## src/rtl/mqs_pkg.sv

```systemverilog
// ----------------------------------------------------------------------------
// mqs_pkg: shared types and constants of the multilevel scheduler
// Operation codes, status codes, payload structs and the engine state enum.
// ----------------------------------------------------------------------------
package mqs_pkg;

    localparam int KIND_W    = 2;
    localparam int TASK_W    = 8;
    localparam int LVL_W     = 3;
    localparam int RT_W      = 48;
    localparam int STATUS_W  = 2;
    localparam int QUOTA_W   = 4;
    localparam int CFG_IDX_W = 2;
    localparam int CFG_REGS  = 4;

    typedef enum logic [KIND_W-1:0] {
        KIND_ADD    = 2'd0,
        KIND_REMOVE = 2'd1,
        KIND_PICK   = 2'd2,
        KIND_SETRT  = 2'd3
    } kind_t;

    typedef enum logic [STATUS_W-1:0] {
        ST_OK        = 2'd0,
        ST_FULL      = 2'd1,
        ST_NOT_FOUND = 2'd2,
        ST_BAD_LEVEL = 2'd3
    } status_t;

    typedef struct packed {
        logic [KIND_W-1:0] kind;
        logic [TASK_W-1:0] task_id;
        logic [LVL_W-1:0]  level;
        logic [RT_W-1:0]   runtime;
    } in_item_t;

    typedef struct packed {
        logic              picked;
        logic [TASK_W-1:0] picked_id;
        logic [STATUS_W-1:0] status;
    } out_item_t;

    typedef enum logic [2:0] {
        ENG_IDLE,
        ENG_SCAN,
        ENG_LEVEL,
        ENG_SHIFT,
        ENG_DONE
    } eng_state_t;

    // Quota reset values for the first four levels
    function automatic logic [QUOTA_W-1:0] quota_reset(input int idx);
        unique case (idx)
            0: quota_reset = 4'd4;
            1: quota_reset = 4'd3;
            2: quota_reset = 4'd2;
            3: quota_reset = 4'd1;
            default: quota_reset = 4'd1;
        endcase
    endfunction

endpackage

```

## src/rtl/mqs_front.sv

```systemverilog
// ----------------------------------------------------------------------------
// mqs_front: input side of the scheduler
// Accepts transactions and holds them in a short queue.
// ----------------------------------------------------------------------------
module mqs_front #(
    parameter int DEPTH = 2
) (
    input  logic              clk,
    input  logic              rst_n,
    input  logic              push,
    output logic              full,
    input  mqs_pkg::in_item_t in_item,
    output logic              q_valid,
    output mqs_pkg::in_item_t q_item,
    input  logic              q_take
);
    import mqs_pkg::*;

    localparam int PW = (DEPTH > 1) ? $clog2(DEPTH) : 1;

    in_item_t         mem_reg [DEPTH];
    logic [PW-1:0]    wr_reg, wr_next, rd_reg, rd_next;
    logic [PW:0]      cnt_reg, cnt_next;
    logic             do_push, do_pop;

    assign full    = (cnt_reg == (PW+1)'(DEPTH));
    assign q_valid = (cnt_reg != '0);
    assign q_item  = mem_reg[rd_reg];
    assign do_push = push && !full;
    assign do_pop  = q_take && q_valid;

    // Advance pointers and occupancy
    always_comb
    begin
        wr_next  = do_push ? ((wr_reg == PW'(DEPTH-1)) ? '0 : wr_reg + 1'b1) : wr_reg;
        rd_next  = do_pop ? ((rd_reg == PW'(DEPTH-1)) ? '0 : rd_reg + 1'b1) : rd_reg;
        cnt_next = cnt_reg + (PW+1)'(do_push) - (PW+1)'(do_pop);
    end

    always_ff @(posedge clk or negedge rst_n)
    begin
        if (!rst_n)
        begin
            wr_reg  <= '0;
            rd_reg  <= '0;
            cnt_reg <= '0;
        end
        else
        begin
            wr_reg  <= wr_next;
            rd_reg  <= rd_next;
            cnt_reg <= cnt_next;
        end
    end

    // Store item payload
    always_ff @(posedge clk)
    begin
        if (do_push)
        begin
            mem_reg[wr_reg] <= in_item;
        end
    end
endmodule

```

## src/rtl/mqs_back.sv

```systemverilog
// ----------------------------------------------------------------------------
// mqs_back: scheduling engine
// Walks the entry table one slot at a time to carry out add, remove,
// set runtime and pick, then places one result in a small output register.
// ----------------------------------------------------------------------------
module mqs_back #(
    parameter int ENTRIES_PER_LEVEL = 16,
    parameter int LEVELS            = 4
) (
    input  logic                        clk,
    input  logic                        rst_n,
    input  logic                        q_valid,
    input  mqs_pkg::in_item_t           q_item,
    output logic                        q_take,
    input  logic [mqs_pkg::QUOTA_W-1:0] quota [LEVELS],
    output logic                        empty,
    input  logic                        pop,
    output mqs_pkg::out_item_t          out_item
);
    import mqs_pkg::*;

    localparam int EW    = (ENTRIES_PER_LEVEL > 1) ? $clog2(ENTRIES_PER_LEVEL) : 1;
    localparam int LW    = $clog2(LEVELS);
    localparam int SLOTS = LEVELS * ENTRIES_PER_LEVEL;
    localparam int SW    = $clog2(SLOTS);
    localparam int OW    = $clog2(ENTRIES_PER_LEVEL + 1);

    // Slot memories: task, runtime and rank; valid bits in flip-flops
    logic [TASK_W-1:0] task_mem  [SLOTS];
    logic [RT_W-1:0]   rt_mem    [SLOTS];
    logic [OW-1:0]     order_mem [SLOTS];
    logic [SLOTS-1:0]  valid_reg;
    logic [QUOTA_W-1:0] count_reg [LEVELS];
    logic [TASK_W-1:0] rd_task_reg;
    logic [RT_W-1:0]   rd_rt_reg;
    logic [OW-1:0]     rd_ord_reg;

    eng_state_t        state_reg, state_next;
    in_item_t          cur_reg;
    logic [LW-1:0]     lvl_reg;
    logic [EW-1:0]     ent_reg;
    logic              rd_ok_reg;     // registered read data is for ent_reg
    logic              looped_reg;
    logic              found_reg;
    logic [EW-1:0]     best_reg;
    logic [RT_W-1:0]   best_rt_reg;
    logic [OW-1:0]     best_ord_reg;
    logic [TASK_W-1:0] best_task_reg;
    logic [OW-1:0]     fill_reg;
    logic              hasfree_reg;
    logic [EW-1:0]     free_reg;
    logic [OW-1:0]     rank_reg;
    out_item_t         res_reg;
    logic              res_valid_reg;

    logic [EW-1:0]     prev_ent;
    logic [SW-1:0]     lvl_base, rd_addr, prev_slot, free_slot, best_slot, rt_waddr;
    logic              last_ent, last_lvl;
    logic              q_level_full;
    logic              q_bad_level;
    status_t           init_status;
    logic              slot_hit;
    logic              wr_add, wr_setrt, wr_shift;

    assign empty    = !res_valid_reg;
    assign out_item = res_reg;
    assign q_take   = (state_reg == ENG_DONE);

    assign last_ent  = (ent_reg == EW'(ENTRIES_PER_LEVEL - 1));
    assign last_lvl  = (lvl_reg == LW'(LEVELS - 1));
    assign prev_ent  = ent_reg;
    assign lvl_base  = SW'(lvl_reg) * SW'(ENTRIES_PER_LEVEL);
    assign rd_addr   = lvl_base + SW'(ent_reg);
    assign prev_slot = lvl_base + SW'(prev_ent);
    assign free_slot = lvl_base + SW'(free_reg);
    assign best_slot = lvl_base + SW'(best_reg);
    assign q_level_full = (count_reg[lvl_reg] >= quota[lvl_reg]);
    assign q_bad_level  = (q_item.kind == KIND_ADD) && ({1'b0, q_item.level} >= 4'(LEVELS));

    // Table write strobes
    assign slot_hit = rd_ok_reg && valid_reg[prev_slot];
    assign wr_add   = (state_reg == ENG_LEVEL) && (cur_reg.kind == KIND_ADD) && hasfree_reg;
    assign wr_setrt = (state_reg == ENG_SCAN) && slot_hit && (cur_reg.kind == KIND_SETRT) &&
                      (rd_task_reg == cur_reg.task_id);
    assign wr_shift = (state_reg == ENG_SHIFT) && slot_hit && (rd_ord_reg > rank_reg);
    assign rt_waddr = wr_add ? free_slot : prev_slot;

    // Initial status of a new transaction
    always_comb
    begin
        if (q_bad_level)
            init_status = ST_BAD_LEVEL;
        else if (q_item.kind == KIND_SETRT || q_item.kind == KIND_REMOVE)
            init_status = ST_NOT_FOUND;
        else
            init_status = ST_OK;
    end

    // Table write and registered read
    always_ff @(posedge clk)
    begin
        if (wr_add)
        begin
            task_mem[free_slot] <= cur_reg.task_id;
        end
        if (wr_add || wr_setrt)
        begin
            rt_mem[rt_waddr] <= cur_reg.runtime;
        end
        if (wr_add)
        begin
            order_mem[free_slot] <= fill_reg;
        end
        else if (wr_shift)
        begin
            order_mem[prev_slot] <= rd_ord_reg - 1'b1;
        end
        rd_task_reg <= task_mem[rd_addr];
        rd_rt_reg   <= rt_mem[rd_addr];
        rd_ord_reg  <= order_mem[rd_addr];
    end

    // Sequencer: next state
    always_comb
    begin
        state_next = state_reg;
        unique case (state_reg)
            ENG_IDLE:
            begin
                if (q_valid && !res_valid_reg)
                    state_next = q_bad_level ? ENG_DONE : ENG_SCAN;
            end
            ENG_SCAN:  if (rd_ok_reg && last_ent) state_next = ENG_LEVEL;
            ENG_LEVEL:
            begin
                state_next = ENG_SCAN;
                unique case (kind_t'(cur_reg.kind))
                    KIND_ADD:    state_next = ENG_DONE;
                    KIND_SETRT:  if (last_lvl) state_next = ENG_DONE;
                    KIND_REMOVE:
                    begin
                        if (found_reg)
                            state_next = ENG_SHIFT;
                        else if (last_lvl)
                            state_next = ENG_DONE;
                    end
                    default:
                    begin
                        // Pick
                        if (q_level_full)
                        begin
                            if (last_lvl)
                                state_next = ENG_DONE;
                        end
                        else if (!found_reg)
                        begin
                            if (last_lvl && looped_reg)
                                state_next = ENG_DONE;
                        end
                        else
                            state_next = ENG_DONE;
                    end
                endcase
            end
            ENG_SHIFT: if (rd_ok_reg && last_ent) state_next = ENG_DONE;
            ENG_DONE:  state_next = ENG_IDLE;
            default:   state_next = ENG_IDLE;
        endcase
    end

    // Main datapath. Each slot is first addressed, then its registered read
    // data is examined (rd_ok_reg). A level is finished in ENG_LEVEL.
    always_ff @(posedge clk or negedge rst_n)
    begin
        if (!rst_n)
        begin
            state_reg     <= ENG_IDLE;
            valid_reg     <= '0;
            res_valid_reg <= 1'b0;
            rd_ok_reg     <= 1'b0;
            lvl_reg       <= '0;
            ent_reg       <= '0;
            looped_reg    <= 1'b0;
            cur_reg       <= '0;
            found_reg     <= 1'b0;
            best_reg      <= '0;
            best_rt_reg   <= '0;
            best_ord_reg  <= '0;
            best_task_reg <= '0;
            fill_reg      <= '0;
            hasfree_reg   <= 1'b0;
            free_reg      <= '0;
            rank_reg      <= '0;
            res_reg       <= '0;
            for (int l = 0; l < LEVELS; l++)
            begin
                count_reg[l] <= '0;
            end
        end
        else
        begin
            state_reg <= state_next;
            // Raise the result when done, drop it when popped
            if (state_reg == ENG_DONE)
            begin
                res_valid_reg <= 1'b1;
            end
            else if (pop && res_valid_reg)
            begin
                res_valid_reg <= 1'b0;
            end
            unique case (state_reg)
                ENG_IDLE:
                begin
                    if (q_valid && !res_valid_reg)
                    begin
                        cur_reg       <= q_item;
                        lvl_reg       <= (q_item.kind == KIND_ADD) ? LW'(q_item.level) : '0;
                        ent_reg       <= '0;
                        rd_ok_reg     <= 1'b0;
                        looped_reg    <= 1'b0;
                        found_reg     <= 1'b0;
                        fill_reg      <= '0;
                        hasfree_reg   <= 1'b0;
                        res_reg       <= '{picked: 1'b0, picked_id: '0, status: init_status};
                    end
                end
                ENG_SCAN:
                begin
                    // Issue next read; examine the slot read last cycle
                    if (!rd_ok_reg)
                    begin
                        rd_ok_reg <= 1'b1;
                    end
                    else
                    begin
                        if (!last_ent)
                        begin
                            ent_reg <= ent_reg + 1'b1;
                            rd_ok_reg <= 1'b0;
                        end
                        if (valid_reg[prev_slot])
                        begin
                            fill_reg <= fill_reg + 1'b1;
                            unique case (kind_t'(cur_reg.kind))
                                KIND_SETRT:
                                begin
                                    if (rd_task_reg == cur_reg.task_id)
                                    begin
                                        res_reg.status <= ST_OK;
                                    end
                                end
                                KIND_REMOVE:
                                begin
                                    if (rd_task_reg == cur_reg.task_id &&
                                        (!found_reg || rd_ord_reg < best_ord_reg))
                                    begin
                                        found_reg    <= 1'b1;
                                        best_reg     <= prev_ent;
                                        best_ord_reg <= rd_ord_reg;
                                    end
                                end
                                KIND_PICK:
                                begin
                                    if (!found_reg || rd_rt_reg < best_rt_reg ||
                                        (rd_rt_reg == best_rt_reg &&
                                         rd_ord_reg < best_ord_reg))
                                    begin
                                        found_reg     <= 1'b1;
                                        best_reg      <= prev_ent;
                                        best_rt_reg   <= rd_rt_reg;
                                        best_ord_reg  <= rd_ord_reg;
                                        best_task_reg <= rd_task_reg;
                                    end
                                end
                                default:
                                begin
                                end
                            endcase
                        end
                        else if (!hasfree_reg)
                        begin
                            hasfree_reg <= 1'b1;
                            free_reg    <= prev_ent;
                        end
                    end
                end
                ENG_LEVEL:
                begin
                    // Finish one level and decide where to go next
                    ent_reg   <= '0;
                    rd_ok_reg <= 1'b0;
                    fill_reg  <= '0;
                    found_reg <= 1'b0;
                    hasfree_reg <= 1'b0;
                    unique case (kind_t'(cur_reg.kind))
                        KIND_ADD:
                        begin
                            if (hasfree_reg)
                                valid_reg[free_slot] <= 1'b1;
                            else
                                res_reg.status <= ST_FULL;
                        end
                        KIND_SETRT:
                        begin
                            if (!last_lvl)
                                lvl_reg <= lvl_reg + 1'b1;
                        end
                        KIND_REMOVE:
                        begin
                            if (found_reg)
                            begin
                                rank_reg <= best_ord_reg;
                                valid_reg[best_slot] <= 1'b0;
                                res_reg.status <= ST_OK;
                            end
                            else if (!last_lvl)
                                lvl_reg <= lvl_reg + 1'b1;
                        end
                        default:
                        begin
                            // Pick
                            if (q_level_full)
                            begin
                                if (!last_lvl)
                                    lvl_reg <= lvl_reg + 1'b1;
                            end
                            else if (!found_reg)
                            begin
                                if (!last_lvl)
                                begin
                                    count_reg[lvl_reg] <= '0;
                                    lvl_reg <= lvl_reg + 1'b1;
                                end
                                else if (!looped_reg)
                                begin
                                    for (int l = 0; l < LEVELS; l++)
                                        count_reg[l] <= '0;
                                    looped_reg <= 1'b1;
                                    lvl_reg    <= '0;
                                end
                            end
                            else
                            begin
                                res_reg.picked    <= 1'b1;
                                res_reg.picked_id <= best_task_reg;
                                if (last_lvl &&
                                    count_reg[lvl_reg] + 1'b1 >= quota[lvl_reg])
                                begin
                                    for (int l = 0; l < LEVELS; l++)
                                        count_reg[l] <= '0;
                                end
                                else if (count_reg[LEVELS-1] >= quota[LEVELS-1])
                                begin
                                    for (int l = 0; l < LEVELS; l++)
                                        count_reg[l] <= '0;
                                end
                                else
                                    count_reg[lvl_reg] <= count_reg[lvl_reg] + 1'b1;
                            end
                        end
                    endcase
                end
                ENG_SHIFT:
                begin
                    // Close the rank gap left by a removal, one slot per read
                    if (!rd_ok_reg)
                    begin
                        rd_ok_reg <= 1'b1;
                    end
                    else if (!last_ent)
                    begin
                        ent_reg   <= ent_reg + 1'b1;
                        rd_ok_reg <= 1'b0;
                    end
                end
                ENG_DONE:
                begin
                end
                default:
                begin
                end
            endcase
        end
    end
endmodule

```

## src/rtl/multilevel_quota_min_runtime_scheduler_unit.sv

```systemverilog
// ----------------------------------------------------------------------------
// multilevel_quota_min_runtime_scheduler_unit: top level
// One transaction is handled at a time. The engine reads the table one slot
// at a time through a registered port, in passes over one level each, and
// each transaction has a start and a finish state. An add to an unknown level
// skips the table, an add makes one level pass, a set runtime passes every
// level, a remove passes levels until it finds the task and then makes one
// rank pass, and a pick may scan all levels twice when no task is found in
// the first round. A two-entry input queue accepts transactions while the
// engine works, and one result register holds the answer until popped; the
// next transaction starts only after that pop.
// ----------------------------------------------------------------------------
module multilevel_quota_min_runtime_scheduler_unit #(
    parameter int ENTRIES_PER_LEVEL = 16,
    parameter int LEVELS            = 4
) (
    input  logic                          clk,
    input  logic                          rst_n,
    input  logic                          push,
    output logic                          full,
    input  mqs_pkg::in_item_t             in_item,
    output logic                          empty,
    input  logic                          pop,
    output mqs_pkg::out_item_t            out_item,
    input  logic                          cfg_we,
    input  logic [mqs_pkg::CFG_IDX_W-1:0] cfg_index,
    input  logic [mqs_pkg::QUOTA_W-1:0]   cfg_data
);
    import mqs_pkg::*;

    logic [QUOTA_W-1:0] quota_reg [LEVELS];
    logic               q_valid, q_take;
    in_item_t           q_item;

    // Quota registers; levels past the fourth keep a fixed quota of one
    always_ff @(posedge clk or negedge rst_n)
    begin
        if (!rst_n)
        begin
            for (int l = 0; l < LEVELS; l++)
                quota_reg[l] <= quota_reset(l);
        end
        else if (cfg_we)
        begin
            for (int l = 0; l < LEVELS && l < CFG_REGS; l++)
                if (cfg_index == CFG_IDX_W'(l))
                    quota_reg[l] <= cfg_data;
        end
    end

    mqs_front #(.DEPTH(2)) u_front (
        .clk     (clk),
        .rst_n   (rst_n),
        .push    (push),
        .full    (full),
        .in_item (in_item),
        .q_valid (q_valid),
        .q_item  (q_item),
        .q_take  (q_take)
    );

    mqs_back #(
        .ENTRIES_PER_LEVEL (ENTRIES_PER_LEVEL),
        .LEVELS            (LEVELS)
    ) u_back (
        .clk      (clk),
        .rst_n    (rst_n),
        .q_valid  (q_valid),
        .q_item   (q_item),
        .q_take   (q_take),
        .quota    (quota_reg),
        .empty    (empty),
        .pop      (pop),
        .out_item (out_item)
    );
endmodule

```

## config.mk

```make
export PLATFORM = sky130hd
export DESIGN_NAME = multilevel_quota_min_runtime_scheduler_unit
export DESIGN_NICKNAME = d
export VERILOG_FILES = /design/src/rtl/mqs_pkg.sv /design/src/rtl/mqs_front.sv /design/src/rtl/mqs_back.sv /design/src/rtl/multilevel_quota_min_runtime_scheduler_unit.sv
export SDC_FILE = /design/constraint.sdc
export NUM_CORES = 2
export LEC_CHECK = 0
export BUFFER_PORTS_ARGS = -buffer_cell sky130_fd_sc_hd__buf_2
export CORE_MARGIN = 4
export CORE_UTILIZATION = 41
export CTS_CLUSTER_DIAMETER = 200
export CTS_CLUSTER_SIZE = 20
export DETAILED_ROUTE_END_ITERATION = 10
export GPL_TIMING_DRIVEN = 0
export SLEW_MARGIN = 15
export SYNTH_ARGS = -nofsm -noshare
export SYNTH_HDL_FRONTEND = slang
export SYNTH_SLANG_ARGS = --single-unit
export TNS_END_PERCENT = 50
```

## constraint.sdc

```tcl
create_clock -name clk -period 11 [get_ports clk]
set_clock_uncertainty 0.1 [all_clocks]
set_input_delay 1.65 -clock clk [delete_from_list [all_inputs] [get_ports clk]]
set_output_delay 1.65 -clock clk [all_outputs]
set_load 0.01 [all_outputs]
```

---- Word-level counts from Yosys, hierarchy flattened ----
Memory sizes are Yosys's and may differ from the RTL's. A register that Yosys moved wholly into a read port is not among the register bits.
Index checks and enable logic that the tools add are counted.
cells by class
  $add $sub $neg .......................... 12
  mux-type cells .......................... 108
  equal/unequal tests ..................... 47
  order comparisons ....................... 14
  bitwise operators ....................... 10
  reductions and logical operators ........ 64
operators with widths
  kind                                                                          count
  64-bit 2-to-1 mux                                                             2
  64-bit case mux with 2 select lines                                           1
  16-bit 2-to-1 mux                                                             5
  64-bit bitwise AND                                                            1
  64-bit inverter                                                               1
  64-bit OR                                                                     1
  48-bit equality test                                                          1
  48-bit less-than comparator                                                   1
  4-bit 2-to-1 mux                                                              10
  2-bit 2-to-1 mux                                                              16
  1-bit 2-to-1 mux                                                              30
  5-bit 2-to-1 mux                                                              6
  3-bit 2-to-1 mux                                                              9
  9-bit 2-to-1 mux                                                              3
  4-bit AND reduction                                                           6
  2-bit != test, second input constant                                          11
  1-bit logical AND                                                             21
  6-bit by 7-bit less-than comparator with 1-bit output, second input constant  3
  3-bit != test, second input constant                                          7
  6-bit by 4-bit adder with 6-bit output                                        3
  2-bit by 1-bit != test with 1-bit output, second input constant               9
  9-bit case mux with 2 select lines                                            1
  6-bit AND reduction                                                           3
  16-bit bitwise AND                                                            1
  other kinds (57)                                                              103
storage, ports and cells
  register bits ........................... 262
  word-level logic and storage cells ...... 292
  bits of input ports ..................... 72
  bits in writable memories ............... 4026
  memories ................................ 4
memory list
  memory            words  bits a word  rd ports  clocked after memory_dff  wr ports  RTL line         source
  u_back.rt_mem     64     48           1         1                         1         mqs_back.sv:30   logic [RT_W-1:0] rt_mem [SLOTS];
  u_back.task_mem   64     8            1         1                         1         mqs_back.sv:29   logic [TASK_W-1:0] task_mem [SLOTS];
  u_back.order_mem  64     5            1         1                         1         mqs_back.sv:31   logic [OW-1:0] order_mem [SLOTS];
  u_front.mem_reg   2      61           1         0                         1         mqs_front.sv:21  in_item_t mem_reg [DEPTH];

---- Logic depth before layout (Yosys ltp) ----
  depth in word-level cells ............... 11
  mapped depth ............................ 13

---- Modules after synthesis ----
Synthesis repeated with hierarchy kept, for this count alone.
unflattened totals
  cells, all modules ...................... 7120
  area, all modules ....................... 167789.7 sq um
modules (own cells, without submodules)
  module                                       seq. area each (sq um)  times used  cells each  area an instance (sq um)
  mqs_back                                     124509.4                1           6876        162258.1
  mqs_front                                    3763.6                  1           208         4906.0
  multilevel_quota_min_runtime_scheduler_unit  406.6                   1           36          625.6

---- Worst setup path before layout ----
Ideal clock, no wire load.
  path type ............................... reg2reg
  start point ............................. register u_back.lvl_reg[0]
  end point ............................... memory u_back.rt_mem[38][0], enable pin
  path buffers ............................ 5
  stages on the path, launching flop included .. 10
  arrival time ............................ 5.871 ns
  period minus slack after synthesis ...... 6.484 ns
  setup slack ............................. 4.516 ns
  setup time .............................. 0.513 ns
  cell sequence ........................... dfrtp_1 > clkbuf_1 > buf_1 > inv_2 > clkbuf_1 > ha_1 > clkbuf_1 > clkbuf_1 > nand2_1 > nor3_1
between the ends
  word-level cells in the longest chain between the ends .. 10
  elaborated cells on any way between the ends .. 12
  classes of those cells .................. add/sub: 2; mux: 5; reduce/logical: 5
RTL lines
  what                                       RTL line         source
  from (decl)                                mqs_back.sv:40   logic [LW-1:0] lvl_reg;
  from (signal assigned)                     mqs_back.sv:218  lvl_reg <= (q_item.kind == KIND_ADD) ? LW'(q_item.level) : '0;
  from (signal assigned)                     mqs_back.sv:307  lvl_reg <= lvl_reg + 1'b1;
  from (signal assigned)                     mqs_back.sv:318  lvl_reg <= lvl_reg + 1'b1;
  6-bit by 4-bit adder with 6-bit output     mqs_back.sv:74   assign prev_slot = lvl_base + SW'(prev_ent);
  1-bit binary-select mux with 6-bit select  mqs_back.sv:81   assign slot_hit = rd_ok_reg && valid_reg[prev_slot];
  1-bit 2-to-1 mux (not written as such)     mqs_back.sv:81
  1-bit logical AND                          mqs_back.sv:81
  1-bit logical AND (3 in a row)             mqs_back.sv:83   assign wr_setrt = (state_reg == ENG_SCAN) && slot_hit && (cur_reg.kind == KIND_SETRT) &&
  1-bit logical OR                           mqs_back.sv:106  if (wr_add || wr_setrt)
  1-bit 2-to-1 mux                           mqs_back.sv:106
  1-bit 2-to-1 mux (not written as such)     mqs_back.sv:108  rt_mem[rt_waddr] <= cur_reg.runtime;
  to (decl)                                  mqs_back.sv:30
Several ways; a longest one is shown, not always the timed one. The select of a mux whose other input is x is not followed.

---- Final worst setup path ----
  start point ............................. register u_back.ent_reg[2]
  end point ............................... memory u_back.rt_mem[5][10], enable pin
between the ends
  word-level cells in the longest chain between the ends .. 10
  elaborated cells on any way between the ends .. 11
  classes of those cells .................. add/sub: 1; mux: 5; reduce/logical: 5
RTL lines
  what                                        RTL line         source
  from (decl)                                 mqs_back.sv:41   logic [EW-1:0] ent_reg;
  from (signal assigned)                      mqs_back.sv:239  ent_reg <= ent_reg + 1'b1;
  from (signal assigned)                      mqs_back.sv:373  ent_reg <= ent_reg + 1'b1;
  6-bit by 4-bit adder with 6-bit output (*)  mqs_back.sv:74
  1-bit binary-select mux with 6-bit select   mqs_back.sv:81
  1-bit 2-to-1 mux (not written as such)      mqs_back.sv:81
  1-bit logical AND                           mqs_back.sv:81
  1-bit logical AND (3 in a row)              mqs_back.sv:83
  1-bit logical OR                            mqs_back.sv:106
  1-bit 2-to-1 mux                            mqs_back.sv:106
  1-bit 2-to-1 mux (not written as such)      mqs_back.sv:108
Every way passes the cells marked *; elsewhere a longest branch is shown, timed or not. The select of a mux whose other input is x is not followed.

==> reports/qor.yml <==
outcome: "complete, but fails checks"
violations: "max-capacitance violations, max-slew violations"
crit_type: "flop to flop"
avgViaCountPerCell: 6.40
die_h_um: 650
async_flop_share_pct: 6.02
drc: 0
r2r-end: "u_back.rt_mem[5][10]$_DFFE_PP_"
regToRegSetupSlack_ps: 4370
tritoncts: "built"
grt_max_degree: 103
synth-xor-area-share_pct: 0.0934
die_w_um: 650
cts_sinks: 4349
fmax_mhz: 151
cts.hold.buffers_added: 0
ant_nets: 0
maxCapViolCount: 1
drt_pass1_iterations: 8
track_usage_pct: 27.4
period_share_pct: 60.3
slew_viol_final: 3
slew_headroom_pct: -0.959
finalSetupViolCount: 0
crit_required_ps: 11630
synthFlopType: "edfxtp_1"
drt_iter0_drc: 16300
multiInputGateArea_um2: 38300
final_core_util_pct: 46.5
clockRootBuffer: "clkbuf_16"
ios: 85
r2r_cells: 14
first_global_vias: 89900
synth_area_leader_cell: "edfxtp_1"
layout-drive-gt1-share_pct: 22.8
place_congestion: 0.947
cts_resized: 0
power_mw: 44.4
largest_reg_flops: 3072
timing.critical_path.to_type: "flop"
syn-cell-area_um2: 169000
numPortBuffers: 84
fin_crit_ps: 6630
hold_class: "flop to flop"
nNetsFinal: 9249
area_growth_pct: 12.9
synth-simple-area-share_pct: 1.62
detail_route.wl_per_cell_um: 40.2
grt.overflow.total: 0
synth_edf_count: 4026
top_regs: "u_back.rt_mem (3072), u_back.task_mem (512), u_back.order_mem (320)"
synth_mux_area_share_pct: 15.7
clk_transition_reported_paths_ps: 90
power_density_nw_per_um2: 233
hpwl_um: 420000
synth_compound_area_share_pct: 4.34
clock_latency_ps: 1010
vdd_drop_max_uv: 214
synth_fa_ha_area_share_pct: 0.630
seq_area_frac_synth_pct: 76.2
synth_top_family_by_area: "multiplexers"
finish.instance_area_um2: 191000
cp_max_fo: 16
ys.warnings.count: 0
postSynthAreaPerCell_um2: 20.2
rsz0062_at_grt: "false"
core_area_um2: 410000
p_leak_nw: 59.1
initial_core_util_pct: 41.2
layout.area.seq_um2: 129000
htree_levels: 4
synthCells: 8338
r2r-start: "u_back.ent_reg[2]$_DFFE_PN0P_"
crit_arrival_ps: 7260
tightest_slew_ps: 1510
grt_first_pass_wirelength_um: 787000
finalHoldViolCount: 0
startpoint_type: "flop"
postRouteWirelength_um: 592000
synthDistinctLibCells: 76
clockBufferDepth: 4
min-delay-start: "u_back.out_item[10]$_DFFE_PN0P_"
place_area_um2: 184000
dieArea_um2: 422000
max_flop_register: "u_back.rt_mem"
rows: 235
syn_nets: 8495
vias: 94200
fill_cells: 33900
cts_buffers: 239
yosysTopAreaCellShare_pct: 71.6
yosys-top-cells-area: "edfxtp_1, mux4_2, dfrtp_1"
cts_setup_buffers: 0
min_to: "u_back.out_item[10]$_DFFE_PN0P_"
holdPathStages: 2
ys_ff_latch: 4349
antenna_found_initial: 63
[final cells by class]
type                       count  share of cell area (%)
inverter                     101                   0.199
timing repair buffer         513                    3.83
clock buffer                 364                    3.40
clock inverter                 9                  0.0761
sequential                  4349                    67.6
antenna                       47                  0.0617
tap                         5451                    3.58
buffer                       473                    1.13
multi-input combinational   3415                    20.1
[cell families (layout without fill, tap and decap cells)]
group / Yosys count / count (layout)
DFF: 4349 / 4349
muxes: 1548 / 1548
AOI/OAI and AO/OA: 1144 / 1144
and+or+nand+nor: 620 / 620
buffers and inverters: 574 / 1460
adders and majority gates: 85 / 85
xor gates and xnor gates: 18 / 18
other: 0 / 47
[synthesized netlist by cell type (all sizes together) (4+ instances only)]
| library cell | instances |
|---|---|
| edfxtp | 4026 |
| mux4 | 866 |
| mux2i | 595 |
| a21oi | 356 |
| clkbuf | 292 |
| o221ai | 260 |
| dfrtp | 257 |
| nand2 | 220 |
| nor2 | 220 |
| o22ai | 216 |
| o21ai | 204 |
| buf | 181 |
| inv | 100 |
| mux2 | 87 |
| ha | 85 |
| dfxtp | 61 |
| nor3 | 40 |
| nand3 | 35 |
| nand2b | 18 |
| a31oi | 17 |
| nor2b | 16 |
| or3 | 14 |
| xnor2 | 14 |
| nand4 | 13 |
| a211oi | 10 |
| o21a | 10 |
| or2 | 10 |
| a21o | 9 |
| a41oi | 9 |
| and3 | 8 |
| a21boi | 7 |
| and2 | 6 |
| o32ai | 6 |
| a22o | 5 |
| and4 | 5 |
| dfstp | 5 |
| nor3b | 5 |
| nor4 | 4 |
| o211ai | 4 |
| o2bb2ai | 4 |
| xor2 | 4 |
[cell usage in the layout, fill, tap and decap left out, types with 18 or more instances in the layout]
cell type and instances:
mux2_2 36, diode_2 47, buf_12 126, o221ai_1 259, clkbuf_1 323, mux2i_1 595
nand2b_1 18, edfxtp_1 4026, clkbuf_16 240, mux4_2 866, mux2_1 47, o22ai_1 216
ha_1 85, nor3_2 26, dfrtp_4 46, a21oi_1 345, nand3_1 35, inv_1 98
buf_6 73, nor2_1 176, buf_16 90, dfrtp_1 201, nand2_1 220, nor2_4 41
dfxtp_1 61, buf_2 230, clkbuf_2 94, o21ai_0 197, buf_4 154
[worst max path at each step]
stage / slack (ps) / endpoint / start
CTS: 4690 / u_back.rt_mem[34][30]$_DFFE_PP_ / u_back.lvl_reg[0]$_DFFE_PN0P_
global route: 4450 / u_back.rt_mem[34][30]$_DFFE_PP_ / u_back.lvl_reg[0]$_DFFE_PN0P_
detailed placement: 4740 / u_back.rt_mem[34][17]$_DFFE_PP_ / u_back.lvl_reg[0]$_DFFE_PN0P_
floorplan: 4520 / u_back.rt_mem[38][0]$_DFFE_PP_ / u_back.lvl_reg[0]$_DFFE_PN0P_
finish: 4370 / u_back.rt_mem[5][10]$_DFFE_PP_ / u_back.ent_reg[2]$_DFFE_PN0P_
global placement: -3920 / u_back.rt_mem[44][30]$_DFFE_PP_ / u_back.lvl_reg[0]$_DFFE_PN0P_
[per-stage QoR]
stage / cells / setup TNS [ps] / hold WS (ps) / setup WS [ps]
CTS: 14700 / 0 / 385 / 4690
detailed placement: 14300 / 0 / 362 / 4740
global route: 14700 / 0 / 400 / 4450
global placement: 13900 / -4111020 / 357 / -3920
finish: 14700 / 0 / 379 / 4370
floorplan: 8338 / 0 / 341 / 4520
[critical path: stages, from the launching register on]
cell and delay, ps:
dfrtp_1 410, clkbuf_1 310, nand2b_1 310, buf_2 780, buf_2 390, buf_12 240
clkbuf_1 690, nor2_1 160, a21oi_2 960, nor3_1 200, a21boi_4 740, nor2_4 320
buf_16 270, buf_12 180, buf_16 180
[metal layers]
metal	routed length, um	part of all wire, %	GRT usage [%]
met5	238	0.040	0.0792
met1	211000	36	35.6
met4	39000	6.6	14.6
met3	76800	13	8.43
met2	265000	45	41.5
[report_power, final]
group / internal (mW) / switching, mW / total, mW
registers: 20.5 / 1.08 / 21.6
logic: 4.26 / 9.20 / 13.5
clock network: 4.06 / 5.31 / 9.37
(Power assumes the default switching activity.)
